==> src/sv/brc_pkg.sv <==
// ----------------------------------------------------------------------------
// brc_pkg
// Types and constants shared by the blit rectangle clipper modules.
// ----------------------------------------------------------------------------
package brc_pkg;

   // working width of signed coordinate arithmetic
   localparam int CoordW = 18;

   localparam int CsrAddrW = 3;
   localparam int CsrDataW = 16;

   localparam logic [CsrAddrW-1:0] REG_SURFACE_WIDTH  = 3'd0;
   localparam logic [CsrAddrW-1:0] REG_SURFACE_HEIGHT = 3'd1;
   localparam logic [CsrAddrW-1:0] REG_CLIP_LEFT      = 3'd2;
   localparam logic [CsrAddrW-1:0] REG_CLIP_TOP       = 3'd3;
   localparam logic [CsrAddrW-1:0] REG_CLIP_SPAN_X    = 3'd4;
   localparam logic [CsrAddrW-1:0] REG_CLIP_SPAN_Y    = 3'd5;

   localparam logic [12:0] SURFACE_RESET = 13'd0;
   localparam logic [15:0] CLIP_POS_RESET = 16'd0;
   localparam logic [14:0] CLIP_SPAN_RESET = 15'd4096;

   localparam logic MODE_FILL = 1'b0;
   localparam logic MODE_COPY = 1'b1;

   // stage advance enables of the per-axis pipeline
   typedef struct packed {
      logic en1;
      logic en2;
      logic en3;
   } stage_en_type;

   // effective clip window of one axis: [lo, hi)
   typedef struct packed {
      logic [12:0] lo;
      logic [12:0] hi;
   } clip_axis_type;

   // per-axis results at the end of the axis pipeline
   typedef struct packed {
      logic        fill_ok;
      logic [12:0] fill_pos;
      logic [12:0] fill_len;
      logic        copy_ok;
      logic [12:0] copy_dst;
      logic [12:0] copy_src;
      logic [12:0] copy_len;
   } axis_res_type;

endpackage

==> src/sv/brc_window.sv <==
// ----------------------------------------------------------------------------
// brc_window
// Configuration registers and the registered effective clip window, the
// requested clip rectangle intersected with the destination surface.
// ----------------------------------------------------------------------------
module brc_window #(
   parameter int MAX_DIM = 4096
) (
   input  logic                               clock,
   input  logic                               reset,
   input  logic                               csr_we,
   input  logic [brc_pkg::CsrAddrW-1:0]       csr_addr,
   input  logic [brc_pkg::CsrDataW-1:0]       csr_wdata,
   output brc_pkg::clip_axis_type             clip_x,
   output brc_pkg::clip_axis_type             clip_y
);

   localparam logic [14:0] MaxDim = 15'(MAX_DIM);

   logic [12:0] surf_w_ff, surf_w_in;
   logic [12:0] surf_h_ff, surf_h_in;
   logic [15:0] clip_left_ff, clip_left_in;
   logic [15:0] clip_top_ff, clip_top_in;
   logic [14:0] span_x_ff, span_x_in;
   logic [14:0] span_y_ff, span_y_in;
   brc_pkg::clip_axis_type win_x_ff, win_x_in;
   brc_pkg::clip_axis_type win_y_ff, win_y_in;

   logic [12:0] sw_sat, sh_sat;
   logic signed [brc_pkg::CoordW-1:0] left_s, top_s, x0, y0, x1, y1, xe, ye;
   logic signed [brc_pkg::CoordW-1:0] swx, shx;
   logic nonempty;

   always_comb begin
      surf_w_in    = surf_w_ff;
      surf_h_in    = surf_h_ff;
      clip_left_in = clip_left_ff;
      clip_top_in  = clip_top_ff;
      span_x_in    = span_x_ff;
      span_y_in    = span_y_ff;
      if (csr_we) begin
         case (csr_addr)
            brc_pkg::REG_SURFACE_WIDTH:  surf_w_in    = csr_wdata[12:0];
            brc_pkg::REG_SURFACE_HEIGHT: surf_h_in    = csr_wdata[12:0];
            brc_pkg::REG_CLIP_LEFT:      clip_left_in = csr_wdata;
            brc_pkg::REG_CLIP_TOP:       clip_top_in  = csr_wdata;
            brc_pkg::REG_CLIP_SPAN_X:    span_x_in    = csr_wdata[14:0];
            brc_pkg::REG_CLIP_SPAN_Y:    span_y_in    = csr_wdata[14:0];
            default: begin
            end
         endcase
      end
   end

   always_comb begin
      sw_sat = ({2'b00, surf_w_ff} > MaxDim) ? MaxDim[12:0] : surf_w_ff;
      sh_sat = ({2'b00, surf_h_ff} > MaxDim) ? MaxDim[12:0] : surf_h_ff;
      swx    = $signed({5'b0, sw_sat});
      shx    = $signed({5'b0, sh_sat});
      left_s = $signed({{2{clip_left_ff[15]}}, clip_left_ff});
      top_s  = $signed({{2{clip_top_ff[15]}}, clip_top_ff});
      x0     = clip_left_ff[15] ? '0 : left_s;
      y0     = clip_top_ff[15] ? '0 : top_s;
      xe     = left_s + $signed({3'b0, span_x_ff});
      ye     = top_s + $signed({3'b0, span_y_ff});
      x1     = (xe < swx) ? xe : swx;
      y1     = (ye < shx) ? ye : shx;
      nonempty = (x0 < x1) && (y0 < y1);
      // collapse to the empty window at the origin when there is no overlap
      win_x_in.lo = nonempty ? x0[12:0] : '0;
      win_x_in.hi = nonempty ? x1[12:0] : '0;
      win_y_in.lo = nonempty ? y0[12:0] : '0;
      win_y_in.hi = nonempty ? y1[12:0] : '0;
   end

   always_ff @(posedge clock) begin
      if (reset) begin
         surf_w_ff    <= brc_pkg::SURFACE_RESET;
         surf_h_ff    <= brc_pkg::SURFACE_RESET;
         clip_left_ff <= brc_pkg::CLIP_POS_RESET;
         clip_top_ff  <= brc_pkg::CLIP_POS_RESET;
         span_x_ff    <= brc_pkg::CLIP_SPAN_RESET;
         span_y_ff    <= brc_pkg::CLIP_SPAN_RESET;
         win_x_ff     <= '0;
         win_y_ff     <= '0;
      end else begin
         surf_w_ff    <= surf_w_in;
         surf_h_ff    <= surf_h_in;
         clip_left_ff <= clip_left_in;
         clip_top_ff  <= clip_top_in;
         span_x_ff    <= span_x_in;
         span_y_ff    <= span_y_in;
         win_x_ff     <= win_x_in;
         win_y_ff     <= win_y_in;
      end
   end

   assign clip_x = win_x_ff;
   assign clip_y = win_y_ff;

endmodule

==> src/sv/brc_axis.sv <==
// ----------------------------------------------------------------------------
// brc_axis
// Three-stage clipping pipeline for one axis. Works out both the fill
// intersection and the copy clamp; the top level picks one by mode.
// ----------------------------------------------------------------------------
module brc_axis #(
   parameter int MAX_DIM = 4096
) (
   input  logic                   clock,
   input  brc_pkg::stage_en_type  en,
   input  logic [15:0]            dst_pos,
   input  logic [15:0]            src_pos,
   input  logic [14:0]            len,
   input  logic [12:0]            src_size,
   input  brc_pkg::clip_axis_type clip,
   output brc_pkg::axis_res_type  res
);

   localparam int W = brc_pkg::CoordW;
   localparam logic [14:0] MaxDim = 15'(MAX_DIM);

   // stage 1
   logic signed [W-1:0] d, s, lo, hi, swx;
   logic [12:0] sw;
   logic signed [W-1:0] s1_fx0_ff, s1_fx0_in, s1_fend_ff, s1_fend_in;
   logic signed [W-1:0] s1_hi_ff, s1_hi_in;
   logic [12:0]         s1_w1_ff, s1_w1_in;
   logic                s1_rej_ff, s1_rej_in;
   logic signed [W-1:0] s1_limd_ff, s1_limd_in, s1_lims_ff, s1_lims_in;
   logic signed [W-1:0] s1_offd_ff, s1_offd_in, s1_negs_ff, s1_negs_in;
   logic signed [W-1:0] s1_d_ff, s1_d_in, s1_s_ff, s1_s_in;

   always_comb begin
      d   = $signed({{2{dst_pos[15]}}, dst_pos});
      s   = $signed({{2{src_pos[15]}}, src_pos});
      lo  = $signed({5'b0, clip.lo});
      hi  = $signed({5'b0, clip.hi});
      sw  = ({2'b00, src_size} > MaxDim) ? MaxDim[12:0] : src_size;
      swx = $signed({5'b0, sw});
      s1_fx0_in  = (d > lo) ? d : lo;
      s1_fend_in = d + $signed({3'b0, len});
      s1_hi_in   = hi;
      s1_w1_in   = (len > {2'b00, sw}) ? sw : len[12:0];
      s1_rej_in  = (d >= hi) || (s >= swx);
      s1_limd_in = hi - d;
      s1_lims_in = swx - s;
      s1_offd_in = lo - d;
      s1_negs_in = -s;
      s1_d_in    = d;
      s1_s_in    = s;
   end

   always_ff @(posedge clock) begin
      if (en.en1) begin
         s1_fx0_ff  <= s1_fx0_in;
         s1_fend_ff <= s1_fend_in;
         s1_hi_ff   <= s1_hi_in;
         s1_w1_ff   <= s1_w1_in;
         s1_rej_ff  <= s1_rej_in;
         s1_limd_ff <= s1_limd_in;
         s1_lims_ff <= s1_lims_in;
         s1_offd_ff <= s1_offd_in;
         s1_negs_ff <= s1_negs_in;
         s1_d_ff    <= s1_d_in;
         s1_s_ff    <= s1_s_in;
      end
   end

   // stage 2: far-edge limits and leading offset
   logic signed [W-1:0] w1x, wmin, off0;
   logic signed [W-1:0] s2_fx0_ff, s2_fx0_in, s2_fx1_ff, s2_fx1_in;
   logic signed [W-1:0] s2_w2_ff, s2_w2_in, s2_off_ff, s2_off_in;
   logic                s2_rej_ff, s2_rej_in;
   logic signed [W-1:0] s2_d_ff, s2_d_in, s2_s_ff, s2_s_in;

   always_comb begin
      w1x  = $signed({5'b0, s1_w1_ff});
      wmin = (s1_limd_ff < w1x) ? s1_limd_ff : w1x;
      off0 = (s1_offd_ff > 0) ? s1_offd_ff : '0;
      s2_fx0_in = s1_fx0_ff;
      s2_fx1_in = (s1_fend_ff < s1_hi_ff) ? s1_fend_ff : s1_hi_ff;
      s2_w2_in  = (s1_lims_ff < wmin) ? s1_lims_ff : wmin;
      s2_off_in = (s1_negs_ff > off0) ? s1_negs_ff : off0;
      s2_rej_in = s1_rej_ff;
      s2_d_in   = s1_d_ff;
      s2_s_in   = s1_s_ff;
   end

   always_ff @(posedge clock) begin
      if (en.en2) begin
         s2_fx0_ff <= s2_fx0_in;
         s2_fx1_ff <= s2_fx1_in;
         s2_w2_ff  <= s2_w2_in;
         s2_off_ff <= s2_off_in;
         s2_rej_ff <= s2_rej_in;
         s2_d_ff   <= s2_d_in;
         s2_s_ff   <= s2_s_in;
      end
   end

   // stage 3: final sizes and positions
   logic signed [W-1:0] flen, cdst, csrc, clen;
   brc_pkg::axis_res_type s3_res_ff, s3_res_in;

   always_comb begin
      flen = s2_fx1_ff - s2_fx0_ff;
      cdst = s2_d_ff + s2_off_ff;
      csrc = s2_s_ff + s2_off_ff;
      clen = s2_w2_ff - s2_off_ff;
      s3_res_in.fill_ok  = s2_fx0_ff < s2_fx1_ff;
      s3_res_in.fill_pos = s2_fx0_ff[12:0];
      s3_res_in.fill_len = flen[12:0];
      s3_res_in.copy_ok  = !s2_rej_ff && (s2_off_ff < s2_w2_ff);
      s3_res_in.copy_dst = cdst[12:0];
      s3_res_in.copy_src = csrc[12:0];
      s3_res_in.copy_len = clen[12:0];
   end

   always_ff @(posedge clock) begin
      if (en.en3) begin
         s3_res_ff <= s3_res_in;
      end
   end

   assign res = s3_res_ff;

endmodule

==> src/sv/blit_rect_clipper.sv <==
// ----------------------------------------------------------------------------
// blit_rect_clipper
// Blitter setup stage: clips fill and copy rectangles against the clip window.
// ----------------------------------------------------------------------------
// One request word is taken per clock while req_tready is high, and its
// response word is presented on rsp_tdata after four register stages
// (three per-axis clipping stages plus the output register), the first of
// which loads at the accepting edge itself. Back-pressure on rsp_tready
// stalls the pipeline without loss. A csr write reaches the registered clip
// window through the configuration registers, so req_tready drops for the
// cycle after each write; every request word accepted after the write
// sees the new window. req_tuser carries the mode (0 fill, 1 copy);
// rsp_tuser is the accepted flag and a rejected request returns all-zero
// rsp_tdata.
module blit_rect_clipper #(
   parameter int MAX_DIM = 4096
) (
   input  logic                         clock,
   input  logic                         reset,
   input  logic                         csr_we,
   input  logic [brc_pkg::CsrAddrW-1:0] csr_addr,
   input  logic [brc_pkg::CsrDataW-1:0] csr_wdata,
   input  logic                         req_tvalid,
   output logic                         req_tready,
   // dest_x[15:0] dest_y[31:16] source_x[47:32] source_y[63:48]
   // req_width[78:64] req_height[93:79] source_surface_width[106:94]
   // source_surface_height[119:107]
   input  logic [119:0]                 req_tdata,
   // mode[0]
   input  logic                         req_tuser,
   output logic                         rsp_tvalid,
   input  logic                         rsp_tready,
   // out_dest_x[12:0] out_dest_y[25:13] out_source_x[38:26]
   // out_source_y[51:39] out_width[64:52] out_height[77:65] top_down[78],
   // zero[79]
   output logic [79:0]                  rsp_tdata,
   // accepted[0]
   output logic                         rsp_tuser
);

   brc_pkg::clip_axis_type clip_x, clip_y;
   brc_pkg::stage_en_type  en;
   brc_pkg::axis_res_type  res_x, res_y;

   logic v1_ff, v1_in, v2_ff, v2_in, v3_ff, v3_in, v4_ff, v4_in;
   logic m1_ff, m1_in, m2_ff, m2_in, m3_ff, m3_in;
   logic csr_hold_ff, csr_hold_in;
   logic en4;

   brc_window #(.MAX_DIM(MAX_DIM)) u_window (
      .clock     (clock),
      .reset     (reset),
      .csr_we    (csr_we),
      .csr_addr  (csr_addr),
      .csr_wdata (csr_wdata),
      .clip_x    (clip_x),
      .clip_y    (clip_y)
   );

   // advance a stage when it is empty or the one after it moves
   always_comb begin
      en4    = !v4_ff || rsp_tready;
      en.en3 = !v3_ff || en4;
      en.en2 = !v2_ff || en.en3;
      en.en1 = !v1_ff || en.en2;
   end

   // hold off requests while the clip window catches up with a csr write
   assign csr_hold_in = csr_we;
   assign req_tready  = en.en1 && !csr_hold_ff;

   brc_axis #(.MAX_DIM(MAX_DIM)) u_axis_x (
      .clock    (clock),
      .en       (en),
      .dst_pos  (req_tdata[15:0]),
      .src_pos  (req_tdata[47:32]),
      .len      (req_tdata[78:64]),
      .src_size (req_tdata[106:94]),
      .clip     (clip_x),
      .res      (res_x)
   );

   brc_axis #(.MAX_DIM(MAX_DIM)) u_axis_y (
      .clock    (clock),
      .en       (en),
      .dst_pos  (req_tdata[31:16]),
      .src_pos  (req_tdata[63:48]),
      .len      (req_tdata[93:79]),
      .src_size (req_tdata[119:107]),
      .clip     (clip_y),
      .res      (res_y)
   );

   always_comb begin
      v1_in = en.en1 ? (req_tvalid && req_tready) : v1_ff;
      v2_in = en.en2 ? v1_ff : v2_ff;
      v3_in = en.en3 ? v2_ff : v3_ff;
      v4_in = en4 ? v3_ff : v4_ff;
      m1_in = en.en1 ? req_tuser : m1_ff;
      m2_in = en.en2 ? m1_ff : m2_ff;
      m3_in = en.en3 ? m2_ff : m3_ff;
   end

   always_ff @(posedge clock) begin
      if (reset) begin
         v1_ff       <= 1'b0;
         v2_ff       <= 1'b0;
         v3_ff       <= 1'b0;
         v4_ff       <= 1'b0;
         csr_hold_ff <= 1'b0;
      end else begin
         v1_ff       <= v1_in;
         v2_ff       <= v2_in;
         v3_ff       <= v3_in;
         v4_ff       <= v4_in;
         csr_hold_ff <= csr_hold_in;
      end
   end

   always_ff @(posedge clock) begin
      m1_ff <= m1_in;
      m2_ff <= m2_in;
      m3_ff <= m3_in;
   end

   // output stage: pick by mode, zero a rejected word
   logic        acc_ff, acc_in;
   logic [79:0] data_ff, data_in;
   logic        fill_ok, copy_ok, td;

   always_comb begin
      fill_ok = res_x.fill_ok && res_y.fill_ok;
      copy_ok = res_x.copy_ok && res_y.copy_ok;
      td      = res_y.copy_dst < res_y.copy_src;
      acc_in  = (m3_ff == brc_pkg::MODE_COPY) ? copy_ok : fill_ok;
      data_in = '0;
      if (acc_in) begin
         if (m3_ff == brc_pkg::MODE_COPY) begin
            data_in = {1'b0, td, res_y.copy_len, res_x.copy_len,
                       res_y.copy_src, res_x.copy_src,
                       res_y.copy_dst, res_x.copy_dst};
         end else begin
            data_in = {1'b0, 1'b0, res_y.fill_len, res_x.fill_len,
                       13'd0, 13'd0, res_y.fill_pos, res_x.fill_pos};
         end
      end
   end

   always_ff @(posedge clock) begin
      if (en4) begin
         acc_ff  <= acc_in;
         data_ff <= data_in;
      end
   end

   assign rsp_tvalid = v4_ff;
   assign rsp_tdata  = data_ff;
   assign rsp_tuser  = acc_ff;

endmodule

==> config.mk <==
export PLATFORM = sky130hd
export DESIGN_NAME = blit_rect_clipper
export DESIGN_NICKNAME = d
export VERILOG_FILES = /design/src/sv/brc_pkg.sv /design/src/sv/brc_window.sv /design/src/sv/brc_axis.sv /design/src/sv/blit_rect_clipper.sv
export SDC_FILE = /design/constraint.sdc
export NUM_CORES = 2
export LEC_CHECK = 0
export ABC_AREA = 1
export BUFFER_PORTS_ARGS = -buffer_cell sky130_fd_sc_hd__buf_4
export CAP_MARGIN = 20
export CORE_MARGIN = 2
export CORE_UTILIZATION = 26
export DETAILED_ROUTE_END_ITERATION = 8
export GPL_TIMING_DRIVEN = 0
export SLEW_MARGIN = 25
export SYNTH_ARGS = -nofsm -noshare
export SYNTH_HDL_FRONTEND = slang
export SYNTH_SLANG_ARGS = --single-unit
==> constraint.sdc <==
create_clock -name clock -period 27 [get_ports clock]
set_input_delay 1.35 -clock clock [delete_from_list [all_inputs] [get_ports clock]]
set_output_delay 1.35 -clock clock [all_outputs]
set_load 0.005 [all_outputs]
## Word-level counts from Yosys, hierarchy flattened

Index checks and enable logic that the tools add are counted.

- Bitwise gates (word level): 1
- $lt $le $gt $ge: 31
- Reduce and logical (&&, ||, !) cells: 29
- Add/subtract/negate cells: 20
- Equality and inequality tests: 5
- Mux-type cells: 24

Operators by type and width:

| cell | number |
|---|---|
| $mux W18 | 10 |
| $mux W13 | 10 |
| $lt A18 B18 Y1 | 6 |
| $sub A14 B16 Y17 | 6 |
| $mux W78 | 1 |
| $lt A18 B14 Y1 | 4 |
| $add A16 B16 Y17 | 4 |
| $ge A16 B14 Y1 | 4 |
| $add A13 B13 Y13 | 4 |
| $gt A13 B13 Y1 const B | 4 |
| $sub A13 B13 Y13 | 4 |
| $gt A18 B18 Y1 | 2 |
| $neg A16 Y18 | 2 |
| $gt A17 B1 Y1 const B | 2 |
| $lt A16 B17 Y1 | 2 |
| $lt A17 B14 Y1 | 2 |
| $gt A16 B14 Y1 | 2 |
| $gt A15 B13 Y1 | 2 |
| $mux W15 | 2 |
| $reduce_and A2 Y1 | 7 |
| $lt A13 B13 Y1 | 1 |
| $logic_and A1 B1 Y1 | 7 |
| $logic_not A1 Y1 | 7 |
| $eq A3 B2 Y1 const B | 2 |
| other kinds (7) | 13 |

- Logic and storage cells: 185
- Register bits: 869
- Input port bits: 145
- Output and inout port bits: 83

## Longest topological paths before layout

- Depth after elaboration: 8
- Depth in mapped cells: 31
- Mapped depth without buffers: 29

## Modules after synthesis

A second synthesis with hierarchy kept.

- Cell total of the unflattened synthesis: 5538
- Area, all modules: 51102.8 µm²

By module, submodules not included:

| module | sequential area each (µm²) | area an instance (µm²) | cells an instance | instances |
|---|---|---|---|---|
| brc_axis (u_axis_x) | 9489.1 | 19363.6 | 2042 | 1 |
| brc_axis (u_axis_y) | 9489.1 | 19352.3 | 2023 | 1 |
| brc_window | 2802.7 | 8062.7 | 1089 | 1 |
| blit_rect_clipper | 2592.5 | 4324.1 | 384 | 1 |

## Worst setup path after synthesis

No wires, ideal clock.

- Path type: input to register
- Start: input port rsp_tready
- End: register v1_ff
- Library setup time: 394 ps
- Data required time: 26606 ps
- Buffers on the path: 0
- Arrival: 16144 ps
- Stages: 9
- Path slack: 10462 ps
- Cell sequence: nor2_1 inv_1 nor2_1 inv_1 nor2_1 inv_1 nor2_1 inv_1 a21oi_1

RTL lines:

| what | RTL line | source |
|---|---|---|
| start: declaration | blit_rect_clipper.sv:32 | `input logic rsp_tready,` |
| end signal: assignment | blit_rect_clipper.sv:112 | `v1_ff <= v1_in;` |
| end: declaration | blit_rect_clipper.sv:45 | `logic v1_ff, v1_in, v2_ff, v2_in, v3_ff, v3_in, v4_ff, v4_in;` |

## Worst setup path in the final report

- Start: register u_window.clip_top_ff[0]
- End: register u_window.win_y_ff, in the netlist u_window.clip_y[24]

- Word-level cells in the longest chain between the ends: 7
- Elaborated cells between the ends (all ways): 8
- Those cells by class: add/sub (1); order compare (2); mux (2); bitwise (1); reduce/logical (2)

RTL lines:

| what | RTL line | source |
|---|---|---|
| start: declaration | brc_window.sv:23 | `logic [15:0] clip_top_ff, clip_top_in;` |
| start signal: assignment | brc_window.sv:81 | `clip_top_ff <= brc_pkg::CLIP_POS_RESET;` |
| start signal: assignment | brc_window.sv:90 | `clip_top_ff <= clip_top_in;` |
| $add A16 B16 Y17 | brc_window.sv:65 | `ye = top_s + $signed({3'b0, span_y_ff});` |
| $lt A18 B14 Y1 | brc_window.sv:67 | `y1 = (ye < shx) ? ye : shx;` |
| $mux W18 | brc_window.sv:67 |  |
| $lt A18 B18 Y1 (*) | brc_window.sv:68 | `nonempty = (x0 < x1) && (y0 < y1);` |
| $logic_and A1 B1 Y1 (*) | brc_window.sv:68 |  |
| $not A1 Y1 (no line) (*) | - |  |
| $reduce_or A2 Y1 (no line) (*) | - |  |
| end signal: assignment | brc_window.sv:94 | `win_y_ff <= win_y_in;` |
| end: declaration | brc_window.sv:27 | `brc_pkg::clip_axis_type win_y_ff, win_y_in;` |

Every way passes the cells marked *; elsewhere a longest branch is shown, timed or not.
A chain may end at the register's enable or synchronous reset.

==> impl_results.md <==
- Run status: finished clean
- Rows: 158
- RSZ-0062 raised after global routing: false
- Pwr dens: 72.71 mW/mm²
- Clock Tree Buf Depth: 3
- Synth Flop Type: edfxtp_1
- R2R cell count: 27
- IO Port Bufs: 222
- Initial antenna violation count: 6
- Reg2reg setup slack: 21.38 ns
- CTS tree: yes
- Leading area contributor after synthesis: edfxtp_1
- Post_cts resized: 0
- Placer congestion estimate: 0.9049
- I/O pin cnt: 228
- CP endpoint kind: flip-flop
- Max VDD drop: 0.05255 mV
- H-Tree Depth: 3
- Avg Cell Area, Syn: 9.836 µm²
- Synth unique cells: 53
- Final Max Slew Viols: 0
- Final Cell Area: 0.05680 mm²
- Top cells by area, synth: edfxtp_1 (44%), ha_1 (13%), nand2_1 (6.6%)
- Mean routed wirelength per cell: 17.86 µm
- Layout area overhead: 17.50%
- Vias: 35253
- DP Area: 0.05334 mm²
- Number of synthesized flops with an enable pin: 715
- Slowest cell on the critical path: o21ai_0
- Final Setup Violations: 0
- Post-CTS Setup Inserts: 0
- Post-synth ARST share: 0%
- Clk_lat worst skew: 0.74 ns
- CTS root buf: clkbuf_16
- Initial detailed-routing violation count: 2512
- Remaining Overflow, GRT: 0
- First-pass GRT wire length: 209.4 mm
- Final worst-path cycle share: 20.82%
- Sum Neg Setup Slack: 0 ns
- Maxcap violations: 0
- Synth top area share: 44.42%
- Flops & latches, synth: 860
- HP Class: reg2reg
- Initial Util: 26.12%
- Nets: 5919
- Sink Count: 860
- Die Height: 435.2 µm
- Die Wd: 435.2 µm
- Post-detailed-routing wire length: 139.6 mm
- TritonCTS Buffers: 97
- CP peak stage delay: 0.42 ns
- DRC: 0
- Core region area: 0.1850 mm²
- Worst Hold Depth: 0
- Crit path DAT: 6.25 ns
- Fmax: 177.9 MHz
- Setup crit start kind: flip-flop
- Final hold vios: 0
- Worst Setup Path Type: reg2reg
- Share of cells above drive strength 1: 10.30%
- Minimum clock period: 5.620 ns
- CP dominant cell by count: nand2_1
- Antenna Nets Post-Route: 0
- Warnings from Yosys: 0
- Vias in the first global route: 34799
- Slew margin rel.: 48.12%
- Critical Path Fanout Max: 10
- Largest net degree at the start of global routing: 97
- Post-synthesis cell area: 0.04834 mm²
- Total Routing Usage GR: 14.45%
- DR vias/cell: 4.512
- DP Wirelength: 113.3 mm
- Clk slew on worst S/H paths: 0.06 ns
- Leak Pwr: 25.55 nW
- Sequential share of the synthesized area: 50.42%
- Hold Buf Count CTS: 0
- Die ar.: 0.1894 mm²
- Slew at the pin with the worst max-slew slack: 0.7701 ns
- DR pass1 iterations: 5
- Clock Skew: 0.05676 ns
- CP required: 27.63 ns
- Synth Instances: 4914
registers in the layout, indices dropped and copies added, names as in the netlist, 18 cells and up:
name,count
u_axis_y.res,67
u_axis_x.s2_off_ff,18
u_axis_x.res,67
u_axis_y.s2_off_ff,18
u_window.clip_x,26
u_window.clip_y,26
rsp_tdata,79
metal layers:
layer / share of wire (%) / routed length, µm / up-vias / GRT usage (%)
met5: 0 / 0 / - / 0
met4: 3.6 / 5001 / 0 / 5.472
met3: 4.3 / 5942 / 217 / 1.898
met2: 47 / 65610 / 824 / 24.19
met1: 45 / 63010 / 16713 / 18.92
li1: - / - / 17499 / -
cell families (layout without fill, tap and decap cells):
| family | Yosys count | after routing | synth area share [%] |
|---|---|---|---|
| buffers and inverters | 738 | 1150 | 5.892 |
| muxes | 52 | 52 | 1.211 |
| and+or+nand+nor | 1639 | 1639 | 14.53 |
| DFF | 860 | 860 | 50.42 |
| xor gates and xnor gates | 249 | 249 | 4.512 |
| AOI/OAI and AO/OA | 847 | 847 | 9.479 |
| other | 1 | 8 | 0.007758 |
| adders and majority gates | 528 | 528 | 13.95 |
cell type report:
type | instances | area, µm²
Clock inverter | 73 | 929.6
Buffer | 98 | 445.4
Fill cell | 19076 | 128200
Clock buffer | 110 | 2517
Tap cell | 2480 | 3103
Multi-Input combinational cell | 3320 | 21130
Timing Repair Buffer | 229 | 1859
Inverter | 640 | 2430
Antenna cell | 3 | 7.507
Sequential cell | 860 | 24370
placed cells by master, fill, tap and decap left out, types with 81 or more instances in the layout:
cell type / n
a21oi_1: 386
buf_4: 228
clkbuf_1: 81
clkbuf_16: 98
dfxtp_1: 145
edfxtp_1: 715
ha_1: 510
inv_1: 632
nand2_1: 846
nand3_1: 156
nor2_1: 442
o21ai_0: 328
xor2_1: 170
critical path, delay by kind of cell, from the launching register on:
kind                     cells  cell delay [ns]
adder cells (fa/ha/maj)      5             1.53
AO/OA/AOI/OAI                7             1.51
flip-flops                   1             0.34
buffers and inverters        2             0.50
AND/OR/NAND/NOR             13             1.63
cell usage after synthesis (4+ instances only):
master,instances
nand3b_1,14
buf_4,6
dfxtp_1,145
a211oi_1,14
o211ai_1,19
buf_2,14
o2111ai_1,6
edfxtp_1,715
a21o_1,11
fa_1,18
nor3_1,45
nand3_2,5
or2_2,6
o21a_1,11
nand3_1,156
a21oi_1,386
and3_1,6
clkbuf_1,71
xnor2_1,79
o21ai_0,328
a21boi_0,12
mux2_2,52
inv_1,635
o21ai_1,11
nor2_1,442
xor2_1,170
a31oi_1,8
nand4_1,33
nor3_2,54
ha_1,510
o221ai_1,11
buf_6,5
nor4_1,23
nand2_2,4
o21bai_1,8
o31ai_1,4
nand2_1,846
a221oi_1,8
stage by stage:
step	cells	worst slack, ns	util [%]	hold WS, ns	total power [mW]
final	7813	21.38	30.69	0.4000	4.129
after global routing	7812	20.90	30.69	0.4067	4.355
after CTS	7810	21.41	30.69	0.3858	4.173
after detailed placement	7627	21.43	28.83	0.4045	2.745
after global placement	7620	3.569	28.71	0.4015	2.726
after floorplan	4918	10.46	-	0.4003	2.380
power breakdown:
part	total [mW]	internal (mW)	switching, mW
sequential	1.78	1.67	0.110
clock	1.41	0.827	0.587
combinational	0.932	0.353	0.579
total	4.13	2.85	1.28
worst paths after layout:
path,start,to
min,u_axis_x.s1_fx0_ff[11],u_axis_x.s2_fx0_ff[11]
min reg2reg,u_axis_x.s1_fx0_ff[11],u_axis_x.s2_fx0_ff[11]
max,u_window.clip_top_ff[0],u_window.clip_y[24]
max reg2reg,u_window.clip_top_ff[0],u_window.clip_y[24]
Note: power is estimated with default switching activity, not from simulation.
